===== config.mk =====
export PLATFORM = sky130hd
export DESIGN_NAME = cv_modulated_hsl_to_rgb
export DESIGN_NICKNAME = d
export VERILOG_FILES = /design/src/design/cvhsl_pkg.sv /design/src/design/cvhsl_mul.sv /design/src/design/cv_modulated_hsl_to_rgb.sv
export SDC_FILE = /design/constraint.sdc
export NUM_CORES = 2
export LEC_CHECK = 0
export BUFFER_PORTS_ARGS = -buffer_cell sky130_fd_sc_hd__buf_2
export CAP_MARGIN = 20
export CORE_MARGIN = 1
export CORE_UTILIZATION = 55
export DETAILED_ROUTE_END_ITERATION = 10
export GPL_TIMING_DRIVEN = 0
export PLACE_DENSITY = 0.72
export SYNTH_ARGS = -nofsm -noshare
export SYNTH_HDL_FRONTEND = slang
export SYNTH_SLANG_ARGS = --single-unit

===== constraint.sdc =====
create_clock -name clk -period 17.6 [get_ports clk]
set_clock_uncertainty 0.1 [all_clocks]
set_input_delay 0.88 -clock clk [delete_from_list [all_inputs] [get_ports clk]]
set_output_delay 0.88 -clock clk [all_outputs]
set_load 0.03 [all_outputs]

===== src/design/cvhsl_pkg.sv =====
// Shared constants, types and width helpers of the HSL converter.
package cvhsl_pkg;

  localparam int CVHSL_FRAC_BITS = 12;

  localparam int CFG_W   = 13;
  localparam int VOLT_W  = 16;
  localparam int OUT_W   = 15;
  localparam int NUM_CH  = 4;
  localparam int NUM_OUT = 7;

  localparam int BASE_HUE_RST   = 455;
  localparam int BASE_SAT_RST   = 3482;
  localparam int BASE_LIGHT_RST = 2048;
  localparam int BASE_ALPHA_RST = 4096;

  localparam int STEPS_5V  = 10240;
  localparam int STEPS_10V = 20480;
  localparam int ROUND_10V = STEPS_10V / 2;

  // floor(n / 20480) = floor(floor(n / 4096) / 5); the divide by 5 is a
  // reciprocal multiply, exact for biased operands below 2**26.
  localparam int DIV5_PRESHIFT = 12;
  localparam int DIV5_RECIP    = 13421773;
  localparam int DIV5_SHIFT    = 26;
  localparam int DIV5_BIAS     = 1 << 20;
  localparam int DIV5_BIAS5    = 5 * DIV5_BIAS;

  localparam int MUL_MIN_W = 27;
  localparam int VAL_MIN_W = 17;

  typedef enum logic {
    MUL_QMUL,
    MUL_DIV5
  } mul_mode_t;

  typedef struct packed {
    logic      en;
    mul_mode_t mode;
  } mul_op_t;

  function automatic int mul_width(input int frac_bits);
    return (frac_bits + 4 > MUL_MIN_W) ? frac_bits + 4 : MUL_MIN_W;
  endfunction

  function automatic int val_width(input int frac_bits);
    return (frac_bits + 4 > VAL_MIN_W) ? frac_bits + 4 : VAL_MIN_W;
  endfunction

endpackage


===== src/design/cvhsl_mul.sv =====
// Shared signed multiplier with registered product and rounding post-scale.
module cvhsl_mul import cvhsl_pkg::*; #(
  parameter int FRAC_BITS = CVHSL_FRAC_BITS,
  localparam int MW = mul_width(FRAC_BITS),
  localparam int VW = val_width(FRAC_BITS)
) (
  input  logic                 clk,
  input  mul_op_t              op,
  input  logic signed [MW-1:0] a,
  input  logic signed [MW-1:0] b,
  output logic signed [VW-1:0] res
);

  localparam int PW = 2 * MW;
  localparam logic signed [PW-1:0] HALF_P = PW'(1) <<< (FRAC_BITS - 1);

  logic signed [PW-1:0] prod_r;
  logic signed [PW-1:0] prod_nxt;
  mul_mode_t            mode_r;
  logic signed [PW-1:0] q_sum;
  logic signed [PW-1:0] q_shift;
  logic signed [PW-1:0] d_shift;

  assign prod_nxt = PW'(a) * PW'(b);

  always_ff @(posedge clk) begin
    if (op.en) begin
      prod_r <= prod_nxt;
      mode_r <= op.mode;
    end
  end

  // round half up for Q products, biased floor for the divide by five
  always_comb begin
    q_sum   = prod_r + HALF_P;
    q_shift = q_sum >>> FRAC_BITS;
    d_shift = (prod_r >>> DIV5_SHIFT) - PW'(DIV5_BIAS);
    case (mode_r)
      MUL_DIV5: res = VW'(d_shift);
      default:  res = VW'(q_shift);
    endcase
  end

endmodule


===== src/design/cv_modulated_hsl_to_rgb.sv =====
// Top level of the CV-modulated HSL to RGB converter.
//
// One beat on the input channel carries four modulation voltages (hue,
// saturation, lightness, alpha; 2048 steps per volt) and a linked flag for
// each. A linked channel updates its sticky polarity detector (unipolar once
// above +5 V, bipolar once below 0 V), drops 5 V when unipolar, and adds
// volts/10 to its base register; hue wraps by one turn, the others clamp to
// 0..1. An unlinked channel passes its base value. The four values then go
// through the usual HSL to RGB scheme, and one output beat returns h, s, l,
// a, r, g, b as 0..10 V. The user must write the base registers on the cfg_
// port (index 0 hue, 1 saturation, 2 lightness, 3 alpha, 13-bit Q12 data)
// only while the block is idle; the block itself does not enforce it. One
// shared multiplier under a 16-step sequencer does all arithmetic (four
// divides by 20480, the l*s product, three color ramps and seven volt
// scalings); in_ready stays low from an accepted beat until its result is
// loaded into the output register, so no new beat is taken before the last
// is done. A finished result sits in the output register, and a stalled
// output holds only the final load, not the work on the next beat.
module cv_modulated_hsl_to_rgb import cvhsl_pkg::*; #(
  parameter int FRAC_BITS = CVHSL_FRAC_BITS
) (
  input  logic                     clk,
  input  logic                     rst_n,

  input  logic                     cfg_valid,
  output logic                     cfg_ready,
  input  logic [1:0]               cfg_index,
  input  logic [CFG_W-1:0]         cfg_data,

  input  logic                     in_valid,
  output logic                     in_ready,
  input  logic                     in_hue_linked,
  input  logic                     in_sat_linked,
  input  logic                     in_light_linked,
  input  logic                     in_alpha_linked,
  input  logic signed [VOLT_W-1:0] in_hue_volts,
  input  logic signed [VOLT_W-1:0] in_sat_volts,
  input  logic signed [VOLT_W-1:0] in_light_volts,
  input  logic signed [VOLT_W-1:0] in_alpha_volts,

  output logic                     out_valid,
  input  logic                     out_ready,
  output logic [OUT_W-1:0]         out_hue_out,
  output logic [OUT_W-1:0]         out_sat_out,
  output logic [OUT_W-1:0]         out_light_out,
  output logic [OUT_W-1:0]         out_alpha_out,
  output logic [OUT_W-1:0]         out_red_out,
  output logic [OUT_W-1:0]         out_green_out,
  output logic [OUT_W-1:0]         out_blue_out
);

  localparam int MW = mul_width(FRAC_BITS);
  localparam int VW = val_width(FRAC_BITS);
  localparam int QB = FRAC_BITS + 1;
  localparam int AW = VOLT_W + 1;
  localparam int NW = AW + FRAC_BITS + 1;

  localparam logic signed [VW-1:0] ONE_V   = VW'(1) <<< FRAC_BITS;
  localparam logic signed [VW-1:0] TWO_V   = ONE_V <<< 1;
  localparam logic signed [VW-1:0] THREE_V = TWO_V + ONE_V;
  localparam logic signed [VW-1:0] FOUR_V  = ONE_V <<< 2;
  localparam logic [QB-1:0]        ONE_Q   = QB'(1) << FRAC_BITS;
  localparam logic [1:0]           CH_HUE  = 2'd0;

  typedef enum logic [1:0] {
    CFG_BASE_HUE,
    CFG_BASE_SAT,
    CFG_BASE_LIGHT,
    CFG_BASE_ALPHA
  } cfg_idx_t;

  typedef enum logic [1:0] {
    ST_IDLE,
    ST_RUN,
    ST_DONE
  } state_t;

  // each step but S_LAST names the product it issues; each but the first takes the previous one
  typedef enum logic [3:0] {
    S_DIV_H, S_DIV_S, S_DIV_L, S_DIV_A,
    S_LS,    S_TV_H,  S_CH_R,  S_CH_G,
    S_CH_B,  S_TV_S,  S_TV_L,  S_TV_A,
    S_TV_R,  S_TV_G,  S_TV_B,  S_LAST
  } step_t;

  state_t                  state_r, state_nxt;
  step_t                   step_r, step_nxt;
  logic                    out_valid_r, out_valid_nxt;

  logic [CFG_W-1:0]        base_r [NUM_CH];
  logic [CFG_W-1:0]        base_nxt [NUM_CH];
  logic                    uni_r [NUM_CH];
  logic                    uni_nxt [NUM_CH];
  logic                    lnk_r [NUM_CH];
  logic                    lnk_nxt [NUM_CH];
  logic signed [AW-1:0]    vadj_r [NUM_CH];
  logic signed [AW-1:0]    vadj_nxt [NUM_CH];
  logic [QB-1:0]           q_r [NUM_CH];
  logic [QB-1:0]           q_nxt [NUM_CH];
  logic signed [VW-1:0]    m1_r, m1_nxt, m2_r, m2_nxt;
  logic signed [VW-1:0]    ch_r [3];
  logic signed [VW-1:0]    ch_nxt [3];
  logic [OUT_W-1:0]        vol_r [NUM_OUT];
  logic [OUT_W-1:0]        vol_nxt [NUM_OUT];
  logic [OUT_W-1:0]        out_r [NUM_OUT];
  logic [OUT_W-1:0]        out_nxt [NUM_OUT];

  logic signed [VOLT_W-1:0] in_v [NUM_CH];
  logic                     in_l [NUM_CH];

  mul_op_t                 mul_op;
  logic signed [MW-1:0]    mul_a, mul_b;
  logic signed [VW-1:0]    mres;

  logic [1:0]              cap_idx;
  logic [QB-1:0]           base_c;
  logic signed [VW-1:0]    sum_w;
  logic [QB-1:0]           mod_q;
  logic signed [VW-1:0]    l_v, s_v, l2_v;

  logic signed [AW-1:0]    sel_v;
  logic signed [NW-1:0]    n_w, mp_w;
  logic signed [VW-1:0]    tv_src;
  logic [QB-1:0]           tv_q;
  logic signed [VW-1:0]    hh_v, off_v, h3_v, tw_v, x_v;

  function automatic logic [QB-1:0] clamp1(input logic signed [VW-1:0] x);
    logic [QB-1:0] r;
    if (x < 0) r = '0;
    else if (x > ONE_V) r = ONE_Q;
    else r = x[QB-1:0];
    return r;
  endfunction

  function automatic logic signed [VW-1:0] hue_wrap(input logic signed [VW-1:0] x);
    logic signed [VW-1:0] r;
    if (x < 0) r = x + ONE_V;
    else if (x > ONE_V) r = x - ONE_V;
    else r = x;
    return r;
  endfunction

  assign in_v[0] = in_hue_volts;
  assign in_v[1] = in_sat_volts;
  assign in_v[2] = in_light_volts;
  assign in_v[3] = in_alpha_volts;
  assign in_l[0] = in_hue_linked;
  assign in_l[1] = in_sat_linked;
  assign in_l[2] = in_light_linked;
  assign in_l[3] = in_alpha_linked;

  assign cfg_ready = 1'b1;
  assign in_ready  = (state_r == ST_IDLE);
  assign out_valid = out_valid_r;

  assign out_hue_out   = out_r[0];
  assign out_sat_out   = out_r[1];
  assign out_light_out = out_r[2];
  assign out_alpha_out = out_r[3];
  assign out_red_out   = out_r[4];
  assign out_green_out = out_r[5];
  assign out_blue_out  = out_r[6];

  cvhsl_mul #(
    .FRAC_BITS (FRAC_BITS)
  ) u_mul (
    .clk (clk),
    .op  (mul_op),
    .a   (mul_a),
    .b   (mul_b),
    .res (mres)
  );

  // ---------------------------------------------------------------------
  // Operand side: pick what the shared multiplier works on this step
  // ---------------------------------------------------------------------

  // delta = floor((v * ONE + 10240) / 20480): shift, add, then divide by
  // five with a positive bias so the reciprocal multiply stays exact
  always_comb begin
    sel_v = vadj_r[step_r[1:0]];
    n_w   = (NW'(sel_v) <<< FRAC_BITS) + NW'(ROUND_10V);
    mp_w  = (n_w >>> DIV5_PRESHIFT) + NW'(DIV5_BIAS5);
  end

  // color ramp input: hue times three, offset per component, wrapped
  // into 0..3, then folded to the ramp weight; the flat top uses weight
  // one so the same multiply returns m2 exactly
  always_comb begin
    hh_v = (q_r[0] >= ONE_Q) ? '0 : VW'(q_r[0]);
    case (step_r)
      S_CH_R:  off_v = ONE_V;
      S_CH_B:  off_v = -ONE_V;
      default: off_v = '0;
    endcase
    h3_v = (hh_v <<< 1) + hh_v + off_v;
    if (h3_v < 0) h3_v = h3_v + THREE_V;
    else if (h3_v > THREE_V) h3_v = h3_v - THREE_V;
    tw_v = h3_v <<< 1;
    if (tw_v < ONE_V) x_v = tw_v;
    else if (tw_v < THREE_V) x_v = ONE_V;
    else if (h3_v < TWO_V) x_v = FOUR_V - tw_v;
    else x_v = '0;
  end

  always_comb begin
    case (step_r)
      S_TV_H:  tv_src = VW'(q_r[0]);
      S_TV_S:  tv_src = VW'(q_r[1]);
      S_TV_L:  tv_src = VW'(q_r[2]);
      S_TV_A:  tv_src = VW'(q_r[3]);
      S_TV_R:  tv_src = ch_r[0];
      S_TV_G:  tv_src = ch_r[1];
      S_TV_B:  tv_src = ch_r[2];
      default: tv_src = '0;
    endcase
    tv_q = clamp1(tv_src);
  end

  always_comb begin
    mul_op.en   = (state_r == ST_RUN) && (step_r != S_LAST);
    mul_op.mode = MUL_QMUL;
    mul_a       = '0;
    mul_b       = '0;
    case (step_r)
      S_DIV_H, S_DIV_S, S_DIV_L, S_DIV_A: begin
        mul_op.mode = MUL_DIV5;
        mul_a       = MW'(mp_w);
        mul_b       = MW'(DIV5_RECIP);
      end
      S_LS: begin
        mul_a = MW'(q_r[2]);
        mul_b = MW'(q_r[1]);
      end
      S_CH_R, S_CH_G, S_CH_B: begin
        mul_a = MW'(m2_r - m1_r);
        mul_b = MW'(x_v);
      end
      S_TV_H, S_TV_S, S_TV_L, S_TV_A, S_TV_R, S_TV_G, S_TV_B: begin
        mul_a = MW'(tv_q);
        mul_b = MW'(STEPS_10V);
      end
      default: begin
        mul_a = '0;
      end
    endcase
  end

  // ---------------------------------------------------------------------
  // Result side: fold the previous product into the working registers
  // ---------------------------------------------------------------------

  // base plus delta for the channel whose divide finished last step
  always_comb begin
    cap_idx = 2'(step_r - 4'd1);
    base_c  = clamp1(VW'(base_r[cap_idx]));
    sum_w   = VW'(base_c) + mres;
    if (!lnk_r[cap_idx]) mod_q = base_c;
    else if (cap_idx == CH_HUE) mod_q = clamp1(hue_wrap(sum_w));
    else mod_q = clamp1(sum_w);
  end

  assign l_v  = VW'(q_r[2]);
  assign s_v  = VW'(q_r[1]);
  assign l2_v = l_v <<< 1;

  always_comb begin
    state_nxt     = state_r;
    step_nxt      = step_r;
    out_valid_nxt = out_valid_r && !out_ready;
    base_nxt      = base_r;
    uni_nxt       = uni_r;
    lnk_nxt       = lnk_r;
    vadj_nxt      = vadj_r;
    q_nxt         = q_r;
    m1_nxt        = m1_r;
    m2_nxt        = m2_r;
    ch_nxt        = ch_r;
    vol_nxt       = vol_r;
    out_nxt       = out_r;

    if (cfg_valid) begin
      case (cfg_idx_t'(cfg_index))
        CFG_BASE_HUE:   base_nxt[0] = cfg_data;
        CFG_BASE_SAT:   base_nxt[1] = cfg_data;
        CFG_BASE_LIGHT: base_nxt[2] = cfg_data;
        CFG_BASE_ALPHA: base_nxt[3] = cfg_data;
        default:        base_nxt[0] = base_r[0];
      endcase
    end

    case (state_r)
      ST_IDLE: begin
        if (in_valid) begin
          // update the sticky detectors and drop 5 V from unipolar inputs
          for (int k = 0; k < NUM_CH; k++) begin
            if (in_l[k]) begin
              if (in_v[k] < 0) uni_nxt[k] = 1'b0;
              else if (in_v[k] > STEPS_5V) uni_nxt[k] = 1'b1;
            end
            vadj_nxt[k] = uni_nxt[k] ? AW'(in_v[k]) - AW'(STEPS_5V) : AW'(in_v[k]);
            lnk_nxt[k]  = in_l[k];
          end
          state_nxt = ST_RUN;
          step_nxt  = S_DIV_H;
        end
      end
      ST_RUN: begin
        step_nxt = step_t'(step_r + 4'd1);
        if (step_r == S_LAST) state_nxt = ST_DONE;
        case (step_r)
          S_DIV_S, S_DIV_L, S_DIV_A, S_LS: q_nxt[cap_idx] = mod_q;
          S_TV_H: begin
            if (l2_v <= ONE_V) m2_nxt = l_v + mres;
            else m2_nxt = l_v + s_v - mres;
            m1_nxt = l2_v - m2_nxt;
          end
          S_CH_R: vol_nxt[0] = OUT_W'(mres);
          S_CH_G: ch_nxt[0]  = m1_r + mres;
          S_CH_B: ch_nxt[1]  = m1_r + mres;
          S_TV_S: ch_nxt[2]  = m1_r + mres;
          S_TV_L: vol_nxt[1] = OUT_W'(mres);
          S_TV_A: vol_nxt[2] = OUT_W'(mres);
          S_TV_R: vol_nxt[3] = OUT_W'(mres);
          S_TV_G: vol_nxt[4] = OUT_W'(mres);
          S_TV_B: vol_nxt[5] = OUT_W'(mres);
          S_LAST: vol_nxt[6] = OUT_W'(mres);
          default: m1_nxt = m1_r;
        endcase
      end
      ST_DONE: begin
        // hand the result over once the output register is free
        if (!out_valid_r || out_ready) begin
          out_nxt       = vol_r;
          out_valid_nxt = 1'b1;
          state_nxt     = ST_IDLE;
        end
      end
      default: state_nxt = ST_IDLE;
    endcase
  end

  always_ff @(posedge clk) begin
    if (!rst_n) begin
      state_r     <= ST_IDLE;
      step_r      <= S_DIV_H;
      out_valid_r <= 1'b0;
      base_r[0]   <= CFG_W'(BASE_HUE_RST);
      base_r[1]   <= CFG_W'(BASE_SAT_RST);
      base_r[2]   <= CFG_W'(BASE_LIGHT_RST);
      base_r[3]   <= CFG_W'(BASE_ALPHA_RST);
      for (int k = 0; k < NUM_CH; k++) uni_r[k] <= 1'b0;
    end else begin
      state_r     <= state_nxt;
      step_r      <= step_nxt;
      out_valid_r <= out_valid_nxt;
      base_r      <= base_nxt;
      uni_r       <= uni_nxt;
    end
    lnk_r  <= lnk_nxt;
    vadj_r <= vadj_nxt;
    q_r    <= q_nxt;
    m1_r   <= m1_nxt;
    m2_r   <= m2_nxt;
    ch_r   <= ch_nxt;
    vol_r  <= vol_nxt;
    out_r  <= out_nxt;
  end

endmodule


==> run_results.csv <==
group,metric,value,unit
final_layout,stdcell_area,50280,um^2
worst_setup_path,cp_slowest_stage_delay,890,ps
yosys,ys_seq_area_frac,0.3236,
timing,max_freq,59.39,MHz
worst_setup_path,endpoint_kind,"flop",
grt,grt_pass1_vias,32876,
worst_setup_path,path_buf_inv,13,
floorplanning,dieArea,84340,um^2
timing,relSlewSlack,0.2333,
yosys,muxShareOfSynthArea,0.02232,
final_layout,final_util,0.6113,
detailed_routing,wl_per_cell,21.74,um
yosys,synth_simple_gate_area_frac,0.1121,
flow_run,maxCapViolCount,0,
placement,io_buffers,193,
clock_tree,clock_latency,610,ps
worst_setup_path,crit_top_cell,"fa_1",
timing,worst_slew_pin_slew,1150,ps
clock_tree,root_buffer,"clkbuf_16",
worst_setup_path,crit_slowest_cell,"or4b_2",
timing,setup_viol,0,
worst_setup_path,critPathArrivalTime,17070,ps
floorplanning,core,82240,um^2
yosys,synth_edf_count,451,
final_layout,regArea,14800,um^2
final_layout,syn_to_final_growth,9.886,%
final_layout,final_common_cell,"inv_1",
yosys,synth_cell_types,104,
placement,place_congestion,0.9894,
timing,fin_setup_tns,0,ps
timing,drv_slew,0,
detailed_routing,via_per_inst,5.695,
detailed_routing,drc,0,
grt,grt.total_usage,0.3015,
yosys,synth_compound_area_frac,0.08617,
yosys,syn_inst,4356,
floorplanning,die_y,290.4,um
yosys,postSynthAreaPerCell,10.50,um^2
grt,grt_max_degree,46,
yosys,synthFlopType,"edfxtp_1",
floorplanning,ios,196,
detailed_routing,drtIter0Drc,2832,
yosys,synth_top_family_by_area,"adder cells",
yosys,netlist_area,45750,um^2
final_layout,final_nets,5590,
floorplanning,dieWidth,290.4,um
clock_tree,cts_tree,"yes",
timing,fin_crit,16840,ps
placement,place_area,48530,um^2
floorplanning,start_util,0.5563,
clock_tree,htree_levels,2,
clock_tree,numCtsBuffers,51,
clock_tree,numClockSinks,514,
yosys,synth_fa_ha_area_frac,0.3336,
placement,detailed_place_hpwl,101400,um
clock_tree,postCtsSetupBuffers,0,
clock_tree,postCtsResizedCells,0,
detailed_routing,routed_wl,125000,um
outcome,status,"finished, final reports clean",
worst_hold_path,holdCritPathClass,"flop to flop",
worst_setup_path,crit_type,"flop to flop",
grt,grt_pass1_wl,192800,um
yosys,yosysWarningCount,0,
final_layout,final_cell_mix,"900 x inv_1, 590 x fa_1, 527 x nand2_1, 451 x edfxtp_1, 276 x ha_1",
timing,fin_crit_sh,0.9568,
yosys,ys_ff_latch,514,
final_layout,drive_above_1_share,0.08963,
clock_tree,clk_pin_slew,60,ps
grt,grt_overflow,0,
floorplanning,rows,105,
detailed_routing,dr.pass1.iters,9,
worst_setup_path,worstPathMaxFanout,10,
grt,antenna_found_initial,3,
final_layout,fillers,6733,
timing,hold_viol,0,
final_layout,multi_input_comb_area,27090,um^2
detailed_routing,postRouteAntennaNets,0,
yosys,synth-async-reset-ratio,0,
worst_setup_path,required,17830,ps
clock_tree,clockBufferDepth,3,
detailed_routing,vias,32729,
worst_setup_path,startpoint_type,"flop",
yosys,yosys.area_share.xor_xnor,0.03599,
timing,rsz0062_at_grt,"false",
worst_setup_path,critPathTopFamily,"buffers and inverters",
clock_tree,hold_buffers,0,
==> final timing paths <==
check	start	to	slack, ps	depth (start not counted)
worst min register to register	vol_r[97]$_DFFE_PP_	out_hue_out[7]$_DFFE_PP_	310	0
worst max register to register	step_r[0]$_SDFFE_PN0P_	u_mul.prod_r[40]$_DFFE_PP_	760	49
worst min-delay path	vol_r[97]$_DFFE_PP_	out_hue_out[7]$_DFFE_PP_	310	0
worst max-delay path	step_r[0]$_SDFFE_PN0P_	u_mul.prod_r[40]$_DFFE_PP_	760	49
==> Yosys cell counts (56+ instances only) <==
cell        n  share of area
inv_1     899          0.074
clkbuf_1  113         0.0093
nand2_1   527          0.043
nor2b_1    63         0.0086
o21ai_0   124          0.014
dfxtp_1    63          0.028
nor2_1    196          0.016
a21boi_0   56         0.0092
fa_1      590           0.26
ha_1      276          0.075
and2_1     67         0.0092
a21oi_1    95          0.010
nand3_1    67         0.0073
xnor2_1   133          0.025
edfxtp_1  451           0.30
==> state kept, by name, indices dropped and copies added (netlist names), 13 cells and up <==
register and count:
out_alpha_out 15, base_r 52, u_mul.prod_r 32, l2_v 13
out_red_out 15, vol_r 105, ch_r 51, out_light_out 15
m1_r 17, out_sat_out 15, out_hue_out 15, out_green_out 15
out_blue_out 15, m2_r 16, vadj_r 68, q_r 39
==> area by class of cell <==
type,instances,share of cell area
tap,1070,0.02663
clock inverter,30,0.006396
clock buffer,62,0.02720
multi-input combinational,2802,0.5388
buffer,137,0.01098
antenna,2,0.00009955
timing repair buffer,226,0.02792
inverter,904,0.06749
sequential,514,0.2945
==> per-layer routing <==
metal  GRT usage  routed length [um]  vias to the layer above
met4      0.1220                5941                        0
met1      0.4183               50480                    16258
met2      0.4709               57060                     1502
met5           0                   0                        -
li1            -                   -                    14692
met3     0.05552               11470                      277
==> cells by family (layout without fill, tap and decap cells) <==
logic type	count (synthesis)	in the layout
AND/OR/NAND/NOR	1114	1114
buffers and inverters	1041	1359
adder cells (fa/ha/maj)	866	866
AO/OA/AOI/OAI	569	569
flip-flops	514	514
XOR/XNOR	188	188
multiplexers	62	62
other	2	5
==> metrics by stage <==
stage               setup slack [ps]  std cells  hold slack, ps
CTS                            851.0       5742           316.2
detailed placement             881.0       5650           304.5
finish                         761.1       5747           312.0
floorplan                       4506       4357           300.3
global route                   68.49       5746           315.8
global placement               498.5       5620           300.2
Power is left out: the tool's default activity adds up to more than one toggle a clock period on the data nets, which glitch-free logic cannot reach.
